===== src/rtl/core/ptrs_pkg.sv =====
// shared types and constants for the periodic task release scheduler
// no dependencies
package ptrs_pkg;

  localparam int MAX_TASKS = 16;
  localparam int IDX_W     = $clog2(MAX_TASKS);
  localparam int CNT_W     = $clog2(MAX_TASKS + 1);
  localparam int TIME_W    = 32;
  localparam int PER_W     = 16;
  localparam int TC_W      = 5;

  localparam logic OP_TICK = 1'b0;
  localparam logic OP_LOAD = 1'b1;

  typedef struct packed {
    logic [PER_W-1:0]  period;
    logic [TIME_W-1:0] due;
  } entry_t;

  typedef struct packed {
    logic             we;
    logic [IDX_W-1:0] addr;
    entry_t           data;
  } mem_wr_t;

  typedef struct packed {
    logic             re;
    logic [IDX_W-1:0] addr;
  } mem_rd_t;

  typedef struct packed {
    logic             valid;
    logic [IDX_W-1:0] idx;
    logic             last;
  } push_t;

  function automatic logic time_reached(logic [TIME_W-1:0] mark, logic [TIME_W-1:0] now);
    logic [TIME_W-1:0] diff;
    diff = now - mark;
    return ~diff[TIME_W-1];
  endfunction

endpackage


===== src/rtl/core/periodic_task_release_scheduler.sv =====
// periodic task release scheduler top level: config register, sequencer, table, output
// depends on ptrs_pkg, ptrs_table, ptrs_ctrl, ptrs_out
// load beat or tick that starts no round: sequencer stays idle, next beat accepted the cycle after
// tick beat: round scans slots 0 to task_count-1, one slot per cycle unless the output stalls
// first release appears the cycle after the second hit or at round end; output stalls extend it
// reset: round counter, task_count and all enable flags cleared; table contents kept
module periodic_task_release_scheduler
  import ptrs_pkg::*;
(
  input  logic        clk,
  input  logic        rst,
  input  logic        s_tvalid,
  output logic        s_tready,
  input  logic [71:0] s_tdata,  // slot, slot_offset, slot_period, slot_enable, now, zero pad
  input  logic [0:0]  s_tuser,  // op
  output logic        m_tvalid,
  input  logic        m_tready,
  output logic [7:0]  m_tdata,  // task_index, zero pad
  output logic        m_tlast,
  input  logic        cfg_we,
  input  logic [4:0]  cfg_wdata
);

  logic [TC_W-1:0]  task_count;
  mem_wr_t          mem_wr;
  mem_rd_t          mem_rd;
  entry_t           mem_rdata;
  push_t            push;
  logic             out_free;
  logic [IDX_W-1:0] out_idx;

  always_ff @(posedge clk) begin
    if (rst) begin
      task_count <= '0;
    end else if (cfg_we) begin
      task_count <= cfg_wdata;
    end
  end

  ptrs_ctrl u_ctrl (
    .clk        (clk),
    .rst        (rst),
    .in_valid   (s_tvalid),
    .in_ready   (s_tready),
    .in_op      (s_tuser[0]),
    .in_slot    (s_tdata[3:0]),
    .in_offset  (s_tdata[19:4]),
    .in_period  (s_tdata[35:20]),
    .in_enable  (s_tdata[36]),
    .in_now     (s_tdata[68:37]),
    .task_count (task_count),
    .mem_wr     (mem_wr),
    .mem_rd     (mem_rd),
    .mem_rdata  (mem_rdata),
    .out_free   (out_free),
    .push       (push)
  );

  ptrs_table u_table (
    .clk   (clk),
    .wr    (mem_wr),
    .rd    (mem_rd),
    .rdata (mem_rdata)
  );

  ptrs_out u_out (
    .clk      (clk),
    .rst      (rst),
    .push     (push),
    .free     (out_free),
    .m_tvalid (m_tvalid),
    .m_tready (m_tready),
    .idx      (out_idx),
    .last     (m_tlast)
  );

  assign m_tdata = {(8 - IDX_W)'(0), out_idx};

endmodule


===== src/rtl/core/ptrs_table.sv =====
// slot table memory: period and due time per slot, one write and one read port
// depends on ptrs_pkg
module ptrs_table
  import ptrs_pkg::*;
(
  input  logic    clk,
  input  mem_wr_t wr,
  input  mem_rd_t rd,
  output entry_t  rdata
);

  entry_t mem [MAX_TASKS];

  always_ff @(posedge clk) begin
    if (wr.we) begin
      mem[wr.addr] <= wr.data;
    end
    if (rd.re) begin
      rdata <= mem[rd.addr];
    end
  end

endmodule


===== src/rtl/core/ptrs_out.sv =====
// output register for released slot beats
// depends on ptrs_pkg
module ptrs_out
  import ptrs_pkg::*;
(
  input  logic             clk,
  input  logic             rst,
  input  push_t            push,
  output logic             free,
  output logic             m_tvalid,
  input  logic             m_tready,
  output logic [IDX_W-1:0] idx,
  output logic             last
);

  assign free = ~m_tvalid | m_tready;

  always_ff @(posedge clk) begin
    if (rst) begin
      m_tvalid <= 1'b0;
    end else if (free) begin
      m_tvalid <= push.valid;
    end
  end

  always_ff @(posedge clk) begin
    if (free && push.valid) begin
      idx  <= push.idx;
      last <= push.last;
    end
  end

endmodule


===== src/rtl/core/ptrs_ctrl.sv =====
// round sequencer: loads, round counter, enable flags and the slot scan
// depends on ptrs_pkg; drives ptrs_table and ptrs_out
module ptrs_ctrl
  import ptrs_pkg::*;
(
  input  logic              clk,
  input  logic              rst,
  input  logic              in_valid,
  output logic              in_ready,
  input  logic              in_op,
  input  logic [IDX_W-1:0]  in_slot,
  input  logic [15:0]       in_offset,
  input  logic [PER_W-1:0]  in_period,
  input  logic              in_enable,
  input  logic [TIME_W-1:0] in_now,
  input  logic [TC_W-1:0]   task_count,
  output mem_wr_t           mem_wr,
  output mem_rd_t           mem_rd,
  input  entry_t            mem_rdata,
  input  logic              out_free,
  output push_t             push
);

  typedef enum logic [1:0] {S_IDLE, S_SCAN, S_FLUSH} state_t;

  state_t            state;
  logic [TIME_W-1:0] round_time;
  logic [TIME_W-1:0] now_r;
  logic [MAX_TASKS-1:0] enabled;
  logic [CNT_W-1:0]  rd_idx;
  logic [CNT_W-1:0]  limit;
  logic              eval_valid;
  logic [IDX_W-1:0]  eval_idx;
  logic              pend_valid;
  logic [IDX_W-1:0]  pend_idx;

  logic accept;
  logic issue;
  logic hit;
  logic stall;
  logic start_round;
  logic scan_done;

  assign in_ready = (state == S_IDLE);
  assign accept   = in_valid & in_ready;

  assign start_round = accept && (in_op == OP_TICK)
                       && ({1'b0, task_count} <= (TC_W + 1)'(MAX_TASKS))
                       && time_reached(round_time, in_now);

  assign hit   = eval_valid && enabled[eval_idx] && time_reached(mem_rdata.due, now_r);
  assign stall = hit && pend_valid && !out_free;
  assign issue = (state == S_SCAN) && !stall && (rd_idx < limit);
  assign scan_done = (state == S_SCAN) && !eval_valid && (rd_idx >= limit);

  always_comb begin
    mem_rd.re   = issue;
    mem_rd.addr = rd_idx[IDX_W-1:0];

    mem_wr.we   = 1'b0;
    mem_wr.addr = eval_idx;
    mem_wr.data.period = mem_rdata.period;
    mem_wr.data.due    = mem_rdata.due + TIME_W'(mem_rdata.period);
    if (accept && in_op == OP_LOAD) begin
      mem_wr.we          = 1'b1;
      mem_wr.addr        = in_slot;
      mem_wr.data.period = in_period;
      mem_wr.data.due    = TIME_W'(in_offset);
    end else if (hit && !stall) begin
      mem_wr.we = 1'b1;
    end

    push.valid = 1'b0;
    push.idx   = pend_idx;
    push.last  = 1'b0;
    if (state == S_SCAN && hit && pend_valid && !stall) begin
      push.valid = 1'b1;
    end else if (state == S_FLUSH && pend_valid) begin
      push.valid = 1'b1;
      push.last  = 1'b1;
    end
  end

  always_ff @(posedge clk) begin
    if (rst) begin
      state      <= S_IDLE;
      round_time <= '0;
      enabled    <= '0;
      eval_valid <= 1'b0;
      pend_valid <= 1'b0;
    end else begin
      unique case (state)
        S_IDLE: begin
          if (accept && in_op == OP_LOAD) begin
            enabled[in_slot] <= in_enable;
          end
          if (start_round) begin
            round_time <= round_time + 1'b1;
            now_r      <= in_now;
            limit      <= task_count[CNT_W-1:0];
            rd_idx     <= '0;
            eval_valid <= 1'b0;
            pend_valid <= 1'b0;
            state      <= S_SCAN;
          end
        end
        S_SCAN: begin
          if (!stall) begin
            eval_valid <= issue;
            if (issue) begin
              eval_idx <= rd_idx[IDX_W-1:0];
              rd_idx   <= rd_idx + 1'b1;
            end
            if (hit) begin
              pend_valid <= 1'b1;
              pend_idx   <= eval_idx;
            end
          end
          if (scan_done) begin
            state <= S_FLUSH;
          end
        end
        S_FLUSH: begin
          if (!pend_valid) begin
            state <= S_IDLE;
          end else if (out_free) begin
            pend_valid <= 1'b0;
            state      <= S_IDLE;
          end
        end
        default: state <= S_IDLE;
      endcase
    end
  end

endmodule


===== config.mk =====
export PLATFORM = sky130hd
export DESIGN_NAME = periodic_task_release_scheduler
export DESIGN_NICKNAME = d
export VERILOG_FILES = /design/src/rtl/core/ptrs_pkg.sv /design/src/rtl/core/periodic_task_release_scheduler.sv /design/src/rtl/core/ptrs_table.sv /design/src/rtl/core/ptrs_out.sv /design/src/rtl/core/ptrs_ctrl.sv
export SDC_FILE = /design/constraint.sdc
export NUM_CORES = 1
export LEC_CHECK = 0
export ABC_AREA = 0
export BUFFER_PORTS_ARGS = -buffer_cell sky130_fd_sc_hd__buf_2
export CAP_MARGIN = 20
export CORE_ASPECT_RATIO = 1.4
export CORE_MARGIN = 4
export CORE_UTILIZATION = 33
export CTS_CLUSTER_SIZE = 40
export DETAILED_ROUTE_END_ITERATION = 8
export PLACE_DENSITY_LB_ADDON = 0.08
export SLEW_MARGIN = 20
export SYNTH_ARGS = -nofsm -noshare
export SYNTH_HDL_FRONTEND = slang
export SYNTH_SLANG_ARGS = --single-unit

===== constraint.sdc =====
create_clock -name clk -period 11.5 [get_ports clk]
set_clock_uncertainty 0.15 [all_clocks]
set_input_delay 0.575 -clock clk [delete_from_list [all_inputs] [get_ports clk]]
set_output_delay 0.575 -clock clk [all_outputs]
set_load 0.05 [all_outputs]

==> report_table.html <==
<table>
<tr><th>Metric</th><th>Value</th></tr>
<tr><th colspan="2">Clocking</th></tr>
<tr><td>Number of buffers added by the clock tree synthesis step</td><td>95</td></tr>
<tr><td>Maximum buffer depth of the clock tree</td><td>3</td></tr>
<tr><td>Total number of clock tree sinks</td><td>approximately 930</td></tr>
<tr><td>Number of hold buffers added after CTS</td><td>37</td></tr>
<tr><td>Setup repair bufs after CTS</td><td>0</td></tr>
<tr><td>Resized cells post-CTS</td><td>0</td></tr>
<tr><td>Clock-pin slew on the worst setup and hold paths</td><td>around 0.07 ns</td></tr>
<tr><td>Insertion delay of the later-clocked pin in the worst-skew pair</td><td>just under 0.7 ns</td></tr>
<tr><td>Clock root cell</td><td>sky130_fd_sc_hd__clkbuf_16</td></tr>
<tr><td>Level count of the clock H-tree</td><td>3</td></tr>
<tr><td>Clock tree from TritonCTS</td><td>done</td></tr>
<tr><th colspan="2">Synth</th></tr>
<tr><td>Synth top area share</td><td>0.682</td></tr>
<tr><td>Synth Flop Type</td><td>sky130_fd_sc_hd__edfxtp_1</td></tr>
<tr><td>Gate Count Post-Synth</td><td>2070</td></tr>
<tr><td>Cell area after synthesis</td><td>between 30000 and 40000 sq um</td></tr>
<tr><td>Post-synth ARST share</td><td>0</td></tr>
<tr><td>Most frequent cell after synthesis</td><td>sky130_fd_sc_hd__edfxtp_1</td></tr>
<tr><td>Commonest cells in the synthesized netlist</td><td>sky130_fd_sc_hd__edfxtp_1 (871), sky130_fd_sc_hd__mux4_2 (244), sky130_fd_sc_hd__nor2_1 (102)</td></tr>
<tr><td>Number of enable flip-flop cells after synthesis</td><td>871</td></tr>
<tr><td>Number of unique standard cell types used by synthesis</td><td>72</td></tr>
<tr><td>Avg Synthesized Cell Area</td><td>roughly 19 sq um</td></tr>
<tr><td>Largest cells by area after synthesis</td><td>sky130_fd_sc_hd__edfxtp_1 (68%), sky130_fd_sc_hd__mux4_2 (14%), sky130_fd_sc_hd__dfxtp_1 (3.0%), sky130_fd_sc_hd__ha_1 (2.8%), sky130_fd_sc_hd__a21oi_1 (1.1%)</td></tr>
<tr><td>Cell type with the largest total area after synthesis</td><td>sky130_fd_sc_hd__edfxtp_1</td></tr>
<tr><td>Sequential-to-total area share from yosys stat</td><td>0.713</td></tr>
<tr><td>Number of flip-flops and latches in the synthesized netlist</td><td>929</td></tr>
<tr><td>Total number of yosys warnings</td><td>0</td></tr>
<tr><th colspan="2">Floorplanning</th></tr>
<tr><td>Count of boundary I/O pins</td><td>94</td></tr>
<tr><td>Die extent in x</td><td>296 um</td></tr>
<tr><td>Height of the die</td><td>slightly above 400 um</td></tr>
<tr><td>Starting Density</td><td>0.333</td></tr>
<tr><td>Area of the die</td><td>122000 sq um</td></tr>
<tr><td>Num rows</td><td>approximately 150</td></tr>
<tr><td>Core region area</td><td>115000 sq um</td></tr>
<tr><th colspan="2">Finish</th></tr>
<tr><td>Fin util</td><td>0.385</td></tr>
<tr><td># fillers</td><td>about 10000</td></tr>
<tr><td>Area growth syn-to-layout</td><td>15.4%</td></tr>
<tr><td>Ratio of cells with drive above 1 in the final layout</td><td>0.245</td></tr>
<tr><td>Final Net Count</td><td>2419</td></tr>
<tr><td>Count of non-filler cells in the finished layout</td><td>roughly 3800</td></tr>
<tr><td>Register cell area after layout</td><td>between 20000 and 30000 sq um</td></tr>
<tr><td>Footprint of the multi-input gates</td><td>10500 sq um</td></tr>
<tr><th colspan="2">Timing</th></tr>
<tr><td>RSZ-0062 raised after global routing</td><td>false</td></tr>
<tr><td>Final hold violations</td><td>0</td></tr>
<tr><td>Max Transition Viols Final</td><td>0</td></tr>
<tr><td>Number of endpoints failing setup at the final stage</td><td>0</td></tr>
<tr><td>Setup TNS Final</td><td>0 ns</td></tr>
<tr><td>Transition at the pin with the smallest max-transition slack</td><td>approximately 1.1 ns</td></tr>
<tr><td>Remaining max-slew budget at the tightest pin</td><td>0.262</td></tr>
<tr><td>Maximum achievable frequency</td><td>176 MHz</td></tr>
<tr><td>Post-route clock period utilization</td><td>0.494</td></tr>
<tr><td>Post-layout min period</td><td>5.68 ns</td></tr>
<tr><th colspan="2">Place</th></tr>
<tr><td>Cells after DPL</td><td>3603</td></tr>
<tr><td>Quantity of I/O buffers inserted on ports</td><td>86</td></tr>
<tr><td>Final RePlAce weighted congestion</td><td>a little under 0.8</td></tr>
<tr><td>Detail Placement HPWL</td><td>~58000 um</td></tr>
<tr><th colspan="2">Status</th></tr>
<tr><td>Run status</td><td>finished, final reports clean</td></tr>
<tr><th colspan="2">Drt</th></tr>
<tr><td>Final routed wirelength across all metal layers</td><td>103000 um</td></tr>
<tr><td>Number of detailed-route iterations in the first pass</td><td>5</td></tr>
<tr><td>Via density</td><td>5.17</td></tr>
<tr><td>Number of routed nets with antenna violations</td><td>0</td></tr>
<tr><td>Violation count after the first detailed-route iteration</td><td>around 1300</td></tr>
<tr><td>Wire per inst</td><td>about 27 um</td></tr>
<tr><td>Residual DRC</td><td>0</td></tr>
<tr><td>Overall via count from detail_route</td><td>about 20000</td></tr>
<tr><th colspan="2">Pwr</th></tr>
<tr><td>Switch Pwr</td><td>0.00164 W</td></tr>
<tr><td>Switching portion of total power</td><td>0.223</td></tr>
<tr><td>Cell Pwr Density</td><td>approximately 170 nW/um^2</td></tr>
<tr><td>Proportion of power drawn by the clock network</td><td>0.415</td></tr>
<tr><td>Combinational share of power</td><td>0.061</td></tr>
<tr><td>Overall power</td><td>between 0.007 and 0.008 W</td></tr>
<tr><td>Share of total power in sequential cells</td><td>0.524</td></tr>
<tr><td>Leakage power figure</td><td>between 10 and 15 nW</td></tr>
<tr><td>Peak supply drop</td><td>between 0.1 and 0.15 mV</td></tr>
<tr><td>Cell internal pwr</td><td>approximately 0.0057 W</td></tr>
<tr><th colspan="2">Global routing</th></tr>
<tr><td>Number of global-route vias before repair</td><td>roughly 21000</td></tr>
<tr><td>Largest net degree at the start of global routing</td><td>140</td></tr>
<tr><td>Wire length of the first global-routing pass</td><td>about 150000 um</td></tr>
<tr><td>Number of antenna violations at the first check in global routing</td><td>0</td></tr>
<tr><td>Global-route usage over all layers</td><td>0.170</td></tr>
<tr><td>Total overflow reported by the global router</td><td>0</td></tr>
<tr><th colspan="2">Worst setup path</th></tr>
<tr><td>Data arrival, critical path</td><td>roughly 5.8 ns</td></tr>
<tr><td>Crit-path max FO</td><td>34</td></tr>
<tr><td>Data required time of the worst path</td><td>~12 ns</td></tr>
<tr><td>Largest stage delay on the critical path</td><td>around 0.8 ns</td></tr>
<tr><td>Kind of critical path</td><td>reg2reg</td></tr>
<tr><td>Crit path launch type</td><td>register</td></tr>
<tr><td>Largest delay share family, worst path</td><td>simple AND/OR/NAND/NOR gates</td></tr>
<tr><td>Cell chain of the critical path</td><td>inv_1 -&gt; ha_1 -&gt; nand4_1 -&gt; nor4_1 -&gt; nand2_1 -&gt; o21ai_0 -&gt; o21ai_0 -&gt; nand2_1 -&gt; a41oi_1 -&gt; nor2_4 -&gt; buf_4</td></tr>
<tr><td>Critical-path cell with the highest stage delay</td><td>sky130_fd_sc_hd__nor2_4</td></tr>
<tr><td>Buf+Inv Stages, Crit Path</td><td>2</td></tr>
<tr><td>CP Capture Type</td><td>register</td></tr>
<tr><th colspan="2">Job</th></tr>
<tr><td>Max-cap violations</td><td>0</td></tr>
<tr><th colspan="2">Hold path</th></tr>
<tr><td>Type of the worst min-delay path</td><td>in2reg</td></tr>
</table>
[cells by family (layout without fill, tap and decap cells)]
group	after synthesis	count (layout)	synth area share
AOI/OAI and AO/OA	219	219	0.0380
buffers and inverters	180	433	0.0186
DFF	929	929	0.713
other	1	5	0.0000978
xor gates and xnor gates	35	35	0.00800
muxes	269	269	0.150
adders and majority gates	88	88	0.0289
and+or+nand+nor	349	349	0.0436
[power groups by stage]
stage	sequential (W)	combinational [W]	clock (W)
after global routing	0.00384	0.000496	0.00328
after global placement	0.00391	0.000432	0
after CTS	0.00384	0.000458	0.00315
final	0.00384	0.000451	0.00304
after detailed placement	0.00392	0.000447	0
after floorplan	0.00390	0.000272	0
[final cells by class]
cell class,instances,share of cell area
Antenna cell,1,0.0000566
Sequential cell,929,0.618
Tap cell,1490,0.0422
Multi-Input combinational cell,964,0.238
Timing Repair Buffer,168,0.0263
Clock buffer,119,0.0568
Clock inverter,56,0.0117
Inverter,90,0.00764
[registers in the layout, summed over array words and instances, names as in the netlist]
register	count
u_table.mem	768
u_table.rdata	48
u_ctrl.now_r	32
u_ctrl.round_time	32
u_ctrl.enabled	16
task_count	5
u_ctrl.limit	5
u_ctrl.rd_idx	5
u_ctrl.eval_idx	4
u_ctrl.pend_idx	4
u_out.idx	4
u_ctrl.state	2
u_ctrl.eval_valid	1
u_ctrl.pend_valid	1
u_out.last	1
u_out.m_tvalid	1
[worst min-delay path, delay by kind of cell]
kind / cells / cell delay, ns
buffers and inverters: 1 / 0.16
and+or+nand+nor: 1 / 0.07
muxes: 1 / 0.09
[layer usage]
metal	GRT usage	up-vias	wire length (um)
met5	0	-	0
met1	0.225	10500	44800
met3	0.0204	117	3730
met4	0.0563	0	2810
li1	-	8693	-
met2	0.292	406	51900
[placed cells by master, fill, tap and decap left out, types with 22 or more instances in the layout]
cell type,instances
sky130_fd_sc_hd__inv_1,89
sky130_fd_sc_hd__edfxtp_1,871
sky130_fd_sc_hd__buf_2,86
sky130_fd_sc_hd__o21ai_0,39
sky130_fd_sc_hd__xnor2_1,33
sky130_fd_sc_hd__dlygate4sd3_1,37
sky130_fd_sc_hd__nand3_1,39
sky130_fd_sc_hd__buf_4,42
sky130_fd_sc_hd__ha_1,87
sky130_fd_sc_hd__clkbuf_16,97
sky130_fd_sc_hd__nand2_1,101
sky130_fd_sc_hd__clkbuf_1,22
sky130_fd_sc_hd__a21oi_1,74
sky130_fd_sc_hd__mux4_2,244
sky130_fd_sc_hd__dfxtp_1,58
sky130_fd_sc_hd__nor2_1,85
[final timing paths]
kind / start / end / slack [ns] / depth (start not counted)
hold reg to reg: u_ctrl.pend_idx[2]$_DFFE_PP_ / u_out.idx[2]$_DFFE_PP_ / 0.27 / 0
hold / removal: cfg_we / task_count[2]$_SDFFE_PP0P_ / 0.1 / 3
setup reg to reg: u_table.rdata[19]$_DFFE_PN_ / u_table.mem[15][23]$_DFFE_PP_ / 5.82 / 11
setup / recovery: u_table.rdata[19]$_DFFE_PN_ / u_table.mem[15][23]$_DFFE_PP_ / 5.82 / 11
[through the flow]
step	area (sq um)	hold slack, ns	worst slack, ns
2_1_floorplan	38300	0.250	6.76
3_3_place_gp	40800	0.256	5.62
3_5_place_dp	40800	0.258	5.47
4_1_cts	44200	0.0442	5.45
5_1_grt	44200	0.0980	5.41
6_report	44200	0.0994	5.82
Power figures use the tool's default switching activity.
